[src/hdl/otc_pkg.sv]
// Shared types and constants for the operator token classifier.
// No dependencies; used by the interfaces and every module of the block.
package otc_pkg;

  localparam int unsigned CP_W   = 21;
  localparam int unsigned CLS_W  = 4;
  localparam int unsigned LEN_W  = 8;
  localparam int unsigned MASK_W = 12;
  localparam int unsigned ST_W   = 4;
  localparam int unsigned KIND_W = 2;

  localparam logic [LEN_W-1:0] LEN_MAX = 8'hFF;

  // scan state codes
  localparam logic [ST_W-1:0] ST_ARROW      = 4'd0;
  localparam logic [ST_W-1:0] ST_ASSIGN     = 4'd1;
  localparam logic [ST_W-1:0] ST_COLON      = 4'd2;
  localparam logic [ST_W-1:0] ST_COLONCOLON = 4'd3;
  localparam logic [ST_W-1:0] ST_DOT        = 4'd4;
  localparam logic [ST_W-1:0] ST_EQUAL      = 4'd5;
  localparam logic [ST_W-1:0] ST_MAYBEARROW = 4'd6;
  localparam logic [ST_W-1:0] ST_MINUS      = 4'd7;
  localparam logic [ST_W-1:0] ST_REGULAR    = 4'd8;

  // token classes
  localparam logic [CLS_W-1:0] CLS_OP10L    = 4'd0;
  localparam logic [CLS_W-1:0] CLS_OP10R    = 4'd1;
  localparam logic [CLS_W-1:0] CLS_OP9      = 4'd2;
  localparam logic [CLS_W-1:0] CLS_OP8      = 4'd3;
  localparam logic [CLS_W-1:0] CLS_OP7      = 4'd4;
  localparam logic [CLS_W-1:0] CLS_OP6      = 4'd5;
  localparam logic [CLS_W-1:0] CLS_OP5      = 4'd6;
  localparam logic [CLS_W-1:0] CLS_OP2      = 4'd7;
  localparam logic [CLS_W-1:0] CLS_SIGIL    = 4'd8;
  localparam logic [CLS_W-1:0] CLS_OP1      = 4'd9;
  localparam logic [CLS_W-1:0] CLS_OP0      = 4'd10;
  localparam logic [CLS_W-1:0] CLS_UNARY    = 4'd11;
  localparam logic [CLS_W-1:0] CLS_NONE     = 4'd15;

  // first character kinds
  localparam logic [KIND_W-1:0] KIND_PLAIN = 2'd0;
  localparam logic [KIND_W-1:0] KIND_SIGIL = 2'd1;
  localparam logic [KIND_W-1:0] KIND_REL   = 2'd2;

  // ASCII characters of interest
  localparam logic [CP_W-1:0] CH_LF      = 21'h0A;
  localparam logic [CP_W-1:0] CH_CR      = 21'h0D;
  localparam logic [CP_W-1:0] CH_SPACE   = 21'h20;
  localparam logic [CP_W-1:0] CH_BANG    = 21'h21;
  localparam logic [CP_W-1:0] CH_DOLLAR  = 21'h24;
  localparam logic [CP_W-1:0] CH_PERCENT = 21'h25;
  localparam logic [CP_W-1:0] CH_AMP     = 21'h26;
  localparam logic [CP_W-1:0] CH_STAR    = 21'h2A;
  localparam logic [CP_W-1:0] CH_PLUS    = 21'h2B;
  localparam logic [CP_W-1:0] CH_MINUS   = 21'h2D;
  localparam logic [CP_W-1:0] CH_DOT     = 21'h2E;
  localparam logic [CP_W-1:0] CH_SLASH   = 21'h2F;
  localparam logic [CP_W-1:0] CH_ZERO    = 21'h30;
  localparam logic [CP_W-1:0] CH_NINE    = 21'h39;
  localparam logic [CP_W-1:0] CH_COLON   = 21'h3A;
  localparam logic [CP_W-1:0] CH_LT      = 21'h3C;
  localparam logic [CP_W-1:0] CH_EQ      = 21'h3D;
  localparam logic [CP_W-1:0] CH_GT      = 21'h3E;
  localparam logic [CP_W-1:0] CH_QUEST   = 21'h3F;
  localparam logic [CP_W-1:0] CH_AT      = 21'h40;
  localparam logic [CP_W-1:0] CH_BSLASH  = 21'h5C;
  localparam logic [CP_W-1:0] CH_CARET   = 21'h5E;
  localparam logic [CP_W-1:0] CH_PIPE    = 21'h7C;
  localparam logic [CP_W-1:0] CH_TILDE   = 21'h7E;

  // decoded view of one character
  typedef struct packed {
    logic [CLS_W-1:0] cls;
    logic             is_op;
    logic             is_tilde;
    logic             is_minus;
    logic             is_eq;
    logic             is_colon;
    logic             is_gt;
    logic             is_dot;
    logic             is_at;
    logic             is_rel;    // < > ! = ~ ?
    logic             is_numeral;
    logic             is_blank;  // space, LF, CR
  } char_info_t;

  // one step's outcome from the scanner
  typedef struct packed {
    logic             valid;
    logic             accepted;
    logic [CLS_W-1:0] token_class;
    logic [LEN_W-1:0] op_length;
  } scan_res_t;

endpackage

[src/hdl/otc_if.sv]
// Valid/ready channel interfaces for the operator token classifier.
// Depends on otc_pkg for field widths.
interface otc_in_if;
  logic                          valid;
  logic                          ready;
  logic [otc_pkg::CP_W-1:0]      code_point;
  logic                          start_req;
  logic                          immediate;
  logic                          binary_all_valid;
  logic                          unary_any_valid;
  logic [otc_pkg::MASK_W-1:0]    allowed_mask;

  modport source (output valid, code_point, start_req, immediate, binary_all_valid,
                  unary_any_valid, allowed_mask, input ready);
  modport sink   (input valid, code_point, start_req, immediate, binary_all_valid,
                  unary_any_valid, allowed_mask, output ready);
endinterface

interface otc_out_if;
  logic                          valid;
  logic                          ready;
  logic                          accepted;
  logic [otc_pkg::CLS_W-1:0]     token_class;
  logic [otc_pkg::LEN_W-1:0]     op_length;

  modport source (output valid, accepted, token_class, op_length, input ready);
  modport sink   (input valid, accepted, token_class, op_length, output ready);
endinterface

[src/hdl/otc_char_class.sv]
// Character decoder: precedence class and special-character flags.
// Depends on otc_pkg.
module otc_char_class (
  input  logic [otc_pkg::CP_W-1:0] code_point_i,
  output otc_pkg::char_info_t      info_o
);

  logic [otc_pkg::CLS_W-1:0] cls;

  always_comb begin
    case (code_point_i)
      otc_pkg::CH_DOLLAR:  cls = otc_pkg::CLS_OP10L;
      otc_pkg::CH_CARET:   cls = otc_pkg::CLS_OP10R;
      otc_pkg::CH_STAR, otc_pkg::CH_PERCENT, otc_pkg::CH_BSLASH, otc_pkg::CH_SLASH,
      21'h2219, 21'h2218, 21'h00D7, 21'h2605, 21'h2297, 21'h2298, 21'h2299,
      21'h229B, 21'h22A0, 21'h22A1, 21'h2229, 21'h2227, 21'h2293:
        cls = otc_pkg::CLS_OP9;
      otc_pkg::CH_PLUS, otc_pkg::CH_MINUS, otc_pkg::CH_TILDE, otc_pkg::CH_PIPE,
      21'h00B1, 21'h2295, 21'h2296, 21'h229E, 21'h229F, 21'h222A, 21'h2228,
      21'h2294:
        cls = otc_pkg::CLS_OP8;
      otc_pkg::CH_AMP:     cls = otc_pkg::CLS_OP7;
      otc_pkg::CH_DOT:     cls = otc_pkg::CLS_OP6;
      otc_pkg::CH_EQ, otc_pkg::CH_LT, otc_pkg::CH_GT, otc_pkg::CH_BANG:
        cls = otc_pkg::CLS_OP5;
      otc_pkg::CH_COLON, otc_pkg::CH_QUEST, otc_pkg::CH_AT:
        cls = otc_pkg::CLS_OP2;
      default:             cls = otc_pkg::CLS_NONE;
    endcase
  end

  always_comb begin
    info_o          = '0;
    info_o.cls      = cls;
    info_o.is_op    = (cls != otc_pkg::CLS_NONE);
    info_o.is_tilde = (code_point_i == otc_pkg::CH_TILDE);
    info_o.is_minus = (code_point_i == otc_pkg::CH_MINUS);
    info_o.is_eq    = (code_point_i == otc_pkg::CH_EQ);
    info_o.is_colon = (code_point_i == otc_pkg::CH_COLON);
    info_o.is_gt    = (code_point_i == otc_pkg::CH_GT);
    info_o.is_dot   = (code_point_i == otc_pkg::CH_DOT);
    info_o.is_at    = (code_point_i == otc_pkg::CH_AT);
    info_o.is_rel   = code_point_i inside {otc_pkg::CH_LT, otc_pkg::CH_GT,
                                           otc_pkg::CH_BANG, otc_pkg::CH_EQ,
                                           otc_pkg::CH_TILDE, otc_pkg::CH_QUEST};
    info_o.is_numeral = code_point_i inside {[otc_pkg::CH_ZERO:otc_pkg::CH_NINE]};
    info_o.is_blank = code_point_i inside {otc_pkg::CH_SPACE, otc_pkg::CH_LF,
                                           otc_pkg::CH_CR};
  end

endmodule

[src/hdl/otc_scan.sv]
// Operator scan state machine: start, arrow/assign/colon/dot tracking and
// end-of-token classification. Depends on otc_pkg.
module otc_scan (
  input  logic                       clk_i,
  input  logic                       rst_ni,
  input  logic                       step_i,
  input  logic                       start_i,
  input  logic                       immediate_i,
  input  logic                       binary_all_valid_i,
  input  logic                       unary_any_valid_i,
  input  logic [otc_pkg::MASK_W-1:0] allowed_mask_i,
  input  otc_pkg::char_info_t        info_i,
  output otc_pkg::scan_res_t         res_o
);

  logic                        scanning_q, scanning_d;
  logic [otc_pkg::ST_W-1:0]    state_q, state_d;
  logic [otc_pkg::CLS_W-1:0]   first_cls_q, first_cls_d;
  logic [otc_pkg::KIND_W-1:0]  kind_q, kind_d;
  logic                        imm_q, imm_d;
  logic                        bin_q, bin_d;
  logic [otc_pkg::MASK_W-1:0]  mask_q, mask_d;
  logic [otc_pkg::LEN_W-1:0]   len_q, len_d;

  logic                        arrowable;
  logic [otc_pkg::ST_W-1:0]    st_base;
  logic [otc_pkg::ST_W-1:0]    adv_state;
  logic [otc_pkg::ST_W-1:0]    start_state;
  logic                        end_bad;
  logic [otc_pkg::CLS_W-1:0]   cls_a, cls_b, cls_c;
  logic                        fin_ok;

  // next state for one more operator character
  always_comb begin
    arrowable = state_q inside {otc_pkg::ST_ASSIGN, otc_pkg::ST_EQUAL,
                                otc_pkg::ST_MAYBEARROW, otc_pkg::ST_MINUS};
    st_base   = arrowable ? otc_pkg::ST_REGULAR : state_q;
    if (arrowable && info_i.is_gt) begin
      adv_state = otc_pkg::ST_ARROW;
    end else if (info_i.is_tilde || info_i.is_minus) begin
      adv_state = otc_pkg::ST_MAYBEARROW;
    end else if (info_i.is_eq) begin
      adv_state = otc_pkg::ST_ASSIGN;
    end else if (info_i.is_colon && st_base == otc_pkg::ST_COLON) begin
      adv_state = otc_pkg::ST_COLONCOLON;
    end else begin
      adv_state = otc_pkg::ST_REGULAR;
    end
  end

  // state entered on the first character
  always_comb begin
    if (info_i.is_dot) begin
      start_state = otc_pkg::ST_DOT;
    end else if (info_i.is_eq) begin
      start_state = otc_pkg::ST_EQUAL;
    end else if (info_i.is_colon) begin
      start_state = otc_pkg::ST_COLON;
    end else if (info_i.is_minus) begin
      start_state = otc_pkg::ST_MINUS;
    end else if (info_i.is_tilde) begin
      start_state = otc_pkg::ST_MAYBEARROW;
    end else begin
      start_state = otc_pkg::ST_REGULAR;
    end
  end

  // end-of-token classification
  always_comb begin
    end_bad = (state_q inside {otc_pkg::ST_EQUAL, otc_pkg::ST_COLON,
                               otc_pkg::ST_COLONCOLON, otc_pkg::ST_DOT})
              || (state_q == otc_pkg::ST_MINUS && info_i.is_numeral);
    if (state_q == otc_pkg::ST_ARROW) begin
      cls_a = otc_pkg::CLS_OP0;
    end else if (state_q == otc_pkg::ST_ASSIGN && kind_q != otc_pkg::KIND_REL) begin
      cls_a = otc_pkg::CLS_OP1;
    end else begin
      cls_a = first_cls_q;
    end
    // spaced on the left but not on the right reads as unary
    cls_b = (!imm_q && !info_i.is_blank) ? otc_pkg::CLS_UNARY : cls_a;
    if (!bin_q || cls_b == otc_pkg::CLS_UNARY) begin
      cls_c = (kind_q == otc_pkg::KIND_SIGIL) ? otc_pkg::CLS_SIGIL : otc_pkg::CLS_UNARY;
    end else begin
      cls_c = cls_b;
    end
    fin_ok = !end_bad && mask_q[cls_c];
  end

  always_comb begin
    scanning_d  = scanning_q;
    state_d     = state_q;
    first_cls_d = first_cls_q;
    kind_d      = kind_q;
    imm_d       = imm_q;
    bin_d       = bin_q;
    mask_d      = mask_q;
    len_d       = len_q;
    res_o       = '0;
    if (step_i) begin
      if (start_i) begin
        scanning_d = 1'b0;
        if ((!binary_all_valid_i && !unary_any_valid_i) || !info_i.is_op) begin
          res_o.valid = 1'b1;
        end else begin
          scanning_d  = 1'b1;
          state_d     = start_state;
          first_cls_d = info_i.cls;
          if (info_i.is_at) begin
            kind_d = otc_pkg::KIND_SIGIL;
          end else if (info_i.is_rel) begin
            kind_d = otc_pkg::KIND_REL;
          end else begin
            kind_d = otc_pkg::KIND_PLAIN;
          end
          imm_d  = immediate_i;
          bin_d  = binary_all_valid_i;
          mask_d = allowed_mask_i;
          len_d  = {{(otc_pkg::LEN_W-1){1'b0}}, 1'b1};
        end
      end else if (scanning_q) begin
        if (info_i.is_op) begin
          state_d = adv_state;
          if (len_q != otc_pkg::LEN_MAX) begin
            len_d = len_q + {{(otc_pkg::LEN_W-1){1'b0}}, 1'b1};
          end
        end else begin
          scanning_d  = 1'b0;
          res_o.valid = 1'b1;
          if (fin_ok) begin
            res_o.accepted    = 1'b1;
            res_o.token_class = cls_c;
            res_o.op_length   = len_q;
          end
        end
      end
    end
  end

  always_ff @(posedge clk_i or negedge rst_ni) begin
    if (!rst_ni) begin
      scanning_q <= 1'b0;
      state_q    <= otc_pkg::ST_REGULAR;
    end else begin
      scanning_q <= scanning_d;
      state_q    <= state_d;
    end
  end

  always_ff @(posedge clk_i) begin
    first_cls_q <= first_cls_d;
    kind_q      <= kind_d;
    imm_q       <= imm_d;
    bin_q       <= bin_d;
    mask_q      <= mask_d;
    len_q       <= len_d;
  end

endmodule

[src/hdl/operator_token_classifier.sv]
// Top level of the operator token classifier: input register, decoder,
// scan state machine and result register. Depends on otc_pkg, otc_if,
// otc_char_class and otc_scan.
//
//  channel | dir | word                                    | handshake
//  in_i    | in  | code_point, start_req, flags, mask       | valid/ready
//  out_o   | out | accepted, token_class, op_length        | valid/ready
//
// One word per cycle sustained while out_o is not stalled; a result leaves through the input
// register, then the result register, once its word is taken.
// The scan state advances once per word, so words may follow back to back.
// Reset clears the valid bits and the scan state.
// A stalled result holds out_o; in_i keeps taking a word while the input
// register can drain into the scanner.
module operator_token_classifier (
  input  logic          clk_i,
  input  logic          rst_ni,
  otc_in_if.sink        in_i,
  otc_out_if.source     out_o
);

  logic                        in_valid_q, in_valid_d;
  logic [otc_pkg::CP_W-1:0]    cp_q;
  logic                        start_q;
  logic                        imm_q;
  logic                        bin_q;
  logic                        una_q;
  logic [otc_pkg::MASK_W-1:0]  mask_q;

  logic                        out_valid_q, out_valid_d;
  logic                        acc_q;
  logic [otc_pkg::CLS_W-1:0]   cls_q;
  logic [otc_pkg::LEN_W-1:0]   len_q;

  logic                        adv;
  otc_pkg::char_info_t         info;
  otc_pkg::scan_res_t          res;

  assign adv        = in_valid_q && (!out_valid_q || out_o.ready);
  assign in_i.ready = !in_valid_q || adv;
  assign in_valid_d = in_i.ready ? in_i.valid : in_valid_q;

  always_comb begin
    out_valid_d = out_valid_q;
    if (adv && res.valid) begin
      out_valid_d = 1'b1;
    end else if (out_o.ready) begin
      out_valid_d = 1'b0;
    end
  end

  otc_char_class u_char_class (
    .code_point_i (cp_q),
    .info_o       (info)
  );

  otc_scan u_scan (
    .clk_i              (clk_i),
    .rst_ni             (rst_ni),
    .step_i             (adv),
    .start_i            (start_q),
    .immediate_i        (imm_q),
    .binary_all_valid_i (bin_q),
    .unary_any_valid_i  (una_q),
    .allowed_mask_i     (mask_q),
    .info_i             (info),
    .res_o              (res)
  );

  always_ff @(posedge clk_i or negedge rst_ni) begin
    if (!rst_ni) begin
      in_valid_q  <= 1'b0;
      out_valid_q <= 1'b0;
    end else begin
      in_valid_q  <= in_valid_d;
      out_valid_q <= out_valid_d;
    end
  end

  always_ff @(posedge clk_i) begin
    if (in_i.valid && in_i.ready) begin
      cp_q    <= in_i.code_point;
      start_q <= in_i.start_req;
      imm_q   <= in_i.immediate;
      bin_q   <= in_i.binary_all_valid;
      una_q   <= in_i.unary_any_valid;
      mask_q  <= in_i.allowed_mask;
    end
    if (adv && res.valid) begin
      acc_q <= res.accepted;
      cls_q <= res.token_class;
      len_q <= res.op_length;
    end
  end

  assign out_o.valid       = out_valid_q;
  assign out_o.accepted    = acc_q;
  assign out_o.token_class = cls_q;
  assign out_o.op_length   = len_q;

endmodule

[src/flat_wrapper.sv]
// flat-port wrapper written by rule: the top's interface ports become plain ports
module operator_token_classifier_flat 
  (clk_i, rst_ni, in_i_valid, in_i_code_point, in_i_start_req, in_i_immediate, in_i_binary_all_valid, in_i_unary_any_valid, in_i_allowed_mask, in_i_ready, out_o_valid, out_o_accepted, out_o_token_class, out_o_op_length, out_o_ready);
  otc_in_if in_i_i ();
  otc_out_if out_o_i ();
  input  logic clk_i;
  input  logic rst_ni;
  input wire logic [$bits(in_i_i.valid)-1:0] in_i_valid;
  input wire logic [$bits(in_i_i.code_point)-1:0] in_i_code_point;
  input wire logic [$bits(in_i_i.start_req)-1:0] in_i_start_req;
  input wire logic [$bits(in_i_i.immediate)-1:0] in_i_immediate;
  input wire logic [$bits(in_i_i.binary_all_valid)-1:0] in_i_binary_all_valid;
  input wire logic [$bits(in_i_i.unary_any_valid)-1:0] in_i_unary_any_valid;
  input wire logic [$bits(in_i_i.allowed_mask)-1:0] in_i_allowed_mask;
  output wire logic [$bits(in_i_i.ready)-1:0] in_i_ready;
  output wire logic [$bits(out_o_i.valid)-1:0] out_o_valid;
  output wire logic [$bits(out_o_i.accepted)-1:0] out_o_accepted;
  output wire logic [$bits(out_o_i.token_class)-1:0] out_o_token_class;
  output wire logic [$bits(out_o_i.op_length)-1:0] out_o_op_length;
  input wire logic [$bits(out_o_i.ready)-1:0] out_o_ready;
  assign in_i_i.valid = in_i_valid;
  assign in_i_i.code_point = in_i_code_point;
  assign in_i_i.start_req = in_i_start_req;
  assign in_i_i.immediate = in_i_immediate;
  assign in_i_i.binary_all_valid = in_i_binary_all_valid;
  assign in_i_i.unary_any_valid = in_i_unary_any_valid;
  assign in_i_i.allowed_mask = in_i_allowed_mask;
  assign in_i_ready = in_i_i.ready;
  assign out_o_valid = out_o_i.valid;
  assign out_o_accepted = out_o_i.accepted;
  assign out_o_token_class = out_o_i.token_class;
  assign out_o_op_length = out_o_i.op_length;
  assign out_o_i.ready = out_o_ready;
  operator_token_classifier u_core (.clk_i(clk_i), .rst_ni(rst_ni), .in_i(in_i_i), .out_o(out_o_i));
endmodule
[config.mk]
export PLATFORM = sky130hd
export DESIGN_NAME = operator_token_classifier_flat
export DESIGN_NICKNAME = d
export VERILOG_FILES = /design/src/hdl/otc_pkg.sv /design/src/hdl/otc_if.sv /design/src/hdl/otc_char_class.sv /design/src/hdl/otc_scan.sv /design/src/hdl/operator_token_classifier.sv /design/src/flat_wrapper.sv
export SDC_FILE = /design/constraint.sdc
export NUM_CORES = 1
export LEC_CHECK = 0
export ABC_AREA = 1
export BUFFER_PORTS_ARGS = -buffer_cell sky130_fd_sc_hd__buf_2
export CAP_MARGIN = 10
export CORE_MARGIN = 2
export CORE_UTILIZATION = 37
export DETAILED_ROUTE_END_ITERATION = 12
export HOLD_SLACK_MARGIN = 0.1
export PLACE_DENSITY_LB_ADDON = 0.15
export SLEW_MARGIN = 20
export SYNTH_ARGS = -nofsm -noshare
export SYNTH_HDL_FRONTEND = slang
export SYNTH_SLANG_ARGS = --single-unit
[constraint.sdc]
create_clock -name clk_i -period 2.97 [get_ports clk_i]
set_clock_uncertainty 0.1 [all_clocks]
set_input_delay 0.1485 -clock clk_i [delete_from_list [all_inputs] [get_ports clk_i]]
set_output_delay 0.1485 -clock clk_i [all_outputs]
set_load 0.01 [all_outputs]
==> results.toml <==
[outcome]
status = "completed"

[sta]
final_min_period_over_clock_period = 0.883
hold_viol_final = 0
setup_violations = 0
relSlewSlack = 0.671
final-max-slew-violation-count = 0
maxClockFrequency_mhz = 381
rsz0062_at_grt = "no"
setup_tns_ns = 0
layout_min_cycle_time_ns = 2.62
worstMarginPinSlew_ns = 0.489

[final_layout]
antenna-diode-count = 0
nets = 553
stdcell_count = 655
drive_gt1_frac = 0.221
area_growth_syn_to_layout_pct = 28.4

[clock_network]
cts_tree = "built"
clkLatencyLatePin_ns = 0.35
clkSinkCount = 85
setup_repair_bufs_after_cts = 0
clk_path_buf_depth = 2
cts_root_buffer = "sky130_fd_sc_hd__clkbuf_8"
cts.reportedPaths.clkPinSlew_ns = 0.08
cts_max_level = 3
cts_made_buffers = 9

[route]
detailedRoute.firstPassIterationCount = 4
viasPerCell = 4.66
routed_wire_length_per_instance_um = 12.3
detail_route.drc_violations = 0
drt-initial-drc-count = 114
routed_wirelength_mm = 8.08
total_number_of_vias = 3055
drtAntennaViolNets = 0

[worst_setup_path]
critPathMaxFanout = 8
worst-endpoint-required_ns = 2.90
reg2reg_setup_slack_ns = 0.35
reg2reg_depth = 13
critical_path_endpoint_category = "flop"
critical_path.startpoint_type = "flop"
timing.critical_path.from = "u_core.cp_q[5]$_DFFE_PP_"
timing.rr.end = "u_core.u_scan.len_q[1]$_SDFFCE_PP0P_"
worstSetupEndpoint = "u_core.u_scan.len_q[1]$_SDFFCE_PP0P_"
path_class = "reg2reg"
crit-reg2reg-launch = "u_core.cp_q[5]$_DFFE_PP_"
arrival_ns = 2.56

[die]
fp.dieArea_mm2 = 0.0117
rows = 38
die_y_um = 108
initial_core_util = 0.376
core_region_area_mm2 = 0.0107
die-width_um = 108
design.portCount = 56

[yosys]
post_synth_main_area_contributors = "sky130_fd_sc_hd__edfxtp_1 (58%), sky130_fd_sc_hd__nand2_1 (7.0%), sky130_fd_sc_hd__inv_1 (5.2%), sky130_fd_sc_hd__nand3_1 (4.7%), sky130_fd_sc_hd__nor2_1 (4.5%)"
synth_commonest_cells = "sky130_fd_sc_hd__edfxtp_1 (78), sky130_fd_sc_hd__nand2_1 (75), sky130_fd_sc_hd__inv_1 (56)"
netlist.top_cell.by_area = "sky130_fd_sc_hd__edfxtp_1"
netlist-cell-type-count = 41
synthesis.area_per_instance_um2 = 10.0
yosysMostFrequentCell = "sky130_fd_sc_hd__edfxtp_1"
synth.net_count = 442
ys.flop_type = "sky130_fd_sc_hd__edfxtp_1"
syn_area_mm2 = 0.00402
postSynthRegisterBits = 85
postSynthCellCount = 400
synth_warnings = 0
post-synth-top-area-fraction = 0.583
synth_enable_flop_cells = 78
synthArstFlopShare = 0.0824
seq_area_frac_synth = 0.627

[grt]
grt_max_degree = 38
grt_use_total = 0.152
global_route.usage.met2 = 0.261
grt_overflow = 0
gr_met3_demand_resource = 0.0344
antenna_found_initial = 0
grt_pass1_wl_mm = 13.7
grt_pass1_vias = 3054
use_met1 = 0.182
top_usage_layer = "met2"

[place]
dpl.cell_count = 597
portBuffers = 55
dpl.hpwl_mm = 5.72
gpl.final_weighted_congestion = 0.886

[pwr]
power-per-cell-area_mw_per_mm2 = 492
p_leak_uw = 0.00222
peakVddDrop_mv = 0.208

[worst_hold_path]
min-delay-path-class = "in2async"

[run]
max_cap_viol_count = 0
cell type report:
cell class                 instances  area [um^2]
clock buffer                       9          124
tap                              140          175
sequential                        85         2520
timing repair buffer             102          736
fill                            1005         5540
inverter                          64          240
multi-input combinational        249         1250
clock inverter                     6          111
report_power, final:
group	internal [uW]	switching, uW
sequential	1360	23.3
combinational	87.0	100
clock	557	413
routing by layer:
layer / part of all wire / wire length (um)
met2: 0.50 / 4000
met3: 0.042 / 342
met4: 0.020 / 163
met5: 0 / 0
met1: 0.44 / 3570
through the flow:
step	power (uW)	hold WS, ns	setup WS, ns	util	instance area, um^2
after floorplan	1480	-0.247	0.355	-	4020
after global placement	1550	-0.111	0.305	0.419	4480
after detailed placement	1550	-0.112	0.262	0.419	4480
after CTS	2580	0.129	0.242	0.481	5150
after global routing	2650	0.135	0.0587	0.482	5160
final	2540	0.154	0.348	0.482	5160
what timing repair did:
action | CTS | global route
hold buffers | 43 | 0
endpoints found under the hold margin | 46 | 0
setup endpoints to repair | 0 | 17
resized for setup | 0 | 2
cells by family (layout without fill, tap and decap cells):
kind of cell | after synthesis | in the layout | synth area share
and+or+nand+nor | 210 | 210 | 0.247
buffers and inverters | 66 | 181 | 0.0635
adders and majority gates | 1 | 1 | 0.00311
AOI/OAI and AO/OA | 38 | 38 | 0.0595
DFF | 85 | 85 | 0.627
registers in the layout (all words and copies together), names as in the netlist, 2 cells and up:
register / flops
u_core.cp_q: 21
u_core.mask_q: 12
u_core.u_scan.mask_q: 12
u_core.out_o.op_length: 8
u_core.u_scan.len_q: 8
u_core.out_o.token_class: 4
u_core.u_scan.first_cls_q: 4
u_core.u_scan.state_q: 4
u_core.u_scan.kind_q: 2
worst min-delay path by stage:
stage	end	slack [ns]	cells after the start
6_report	u_core.u_scan.state_q[3]$_DFFE_PN1P_	0.15	2
5_1_grt	u_core.u_scan.state_q[3]$_DFFE_PN1P_	0.13	2
4_1_cts	u_core.u_scan.state_q[3]$_DFFE_PN1P_	0.13	2
3_5_place_dp	u_core.u_scan.state_q[2]$_DFFE_PN0P_	-0.11	1
3_3_place_gp	u_core.u_scan.state_q[2]$_DFFE_PN0P_	-0.11	1
2_1_floorplan	u_core.in_valid_q$_DFFE_PN0N_	-0.25	0
placed cells by master, fill, tap and decap left out, types with 8 or more instances in the layout:
master	instances
sky130_fd_sc_hd__nor3_1	8
sky130_fd_sc_hd__edfxtp_1	78
sky130_fd_sc_hd__nor2_2	12
sky130_fd_sc_hd__o21ai_0	10
sky130_fd_sc_hd__dlygate4sd3_1	43
sky130_fd_sc_hd__nand2_1	75
sky130_fd_sc_hd__clkbuf_8	9
sky130_fd_sc_hd__inv_1	56
sky130_fd_sc_hd__buf_2	55
sky130_fd_sc_hd__inv_2	8
sky130_fd_sc_hd__nor2_1	48
sky130_fd_sc_hd__nand3_1	38
worst max-delay path, stage by stage, from the launching register on:
cell and delay (ns):
sky130_fd_sc_hd__edfxtp_1 0.43, sky130_fd_sc_hd__nor2_1 0.23, sky130_fd_sc_hd__inv_1 0.11, sky130_fd_sc_hd__nor2_1 0.18, sky130_fd_sc_hd__nand2_1 0.09, sky130_fd_sc_hd__nand3_1 0.08
sky130_fd_sc_hd__nand3_1 0.11, sky130_fd_sc_hd__nand3_1 0.13, sky130_fd_sc_hd__nor2_1 0.05, sky130_fd_sc_hd__a21boi_2 0.17, sky130_fd_sc_hd__nand2_2 0.12, sky130_fd_sc_hd__nand4_1 0.11
sky130_fd_sc_hd__a21o_1 0.18, sky130_fd_sc_hd__inv_1 0.22
No activity file was read; power rests on OpenSTA's default activity.
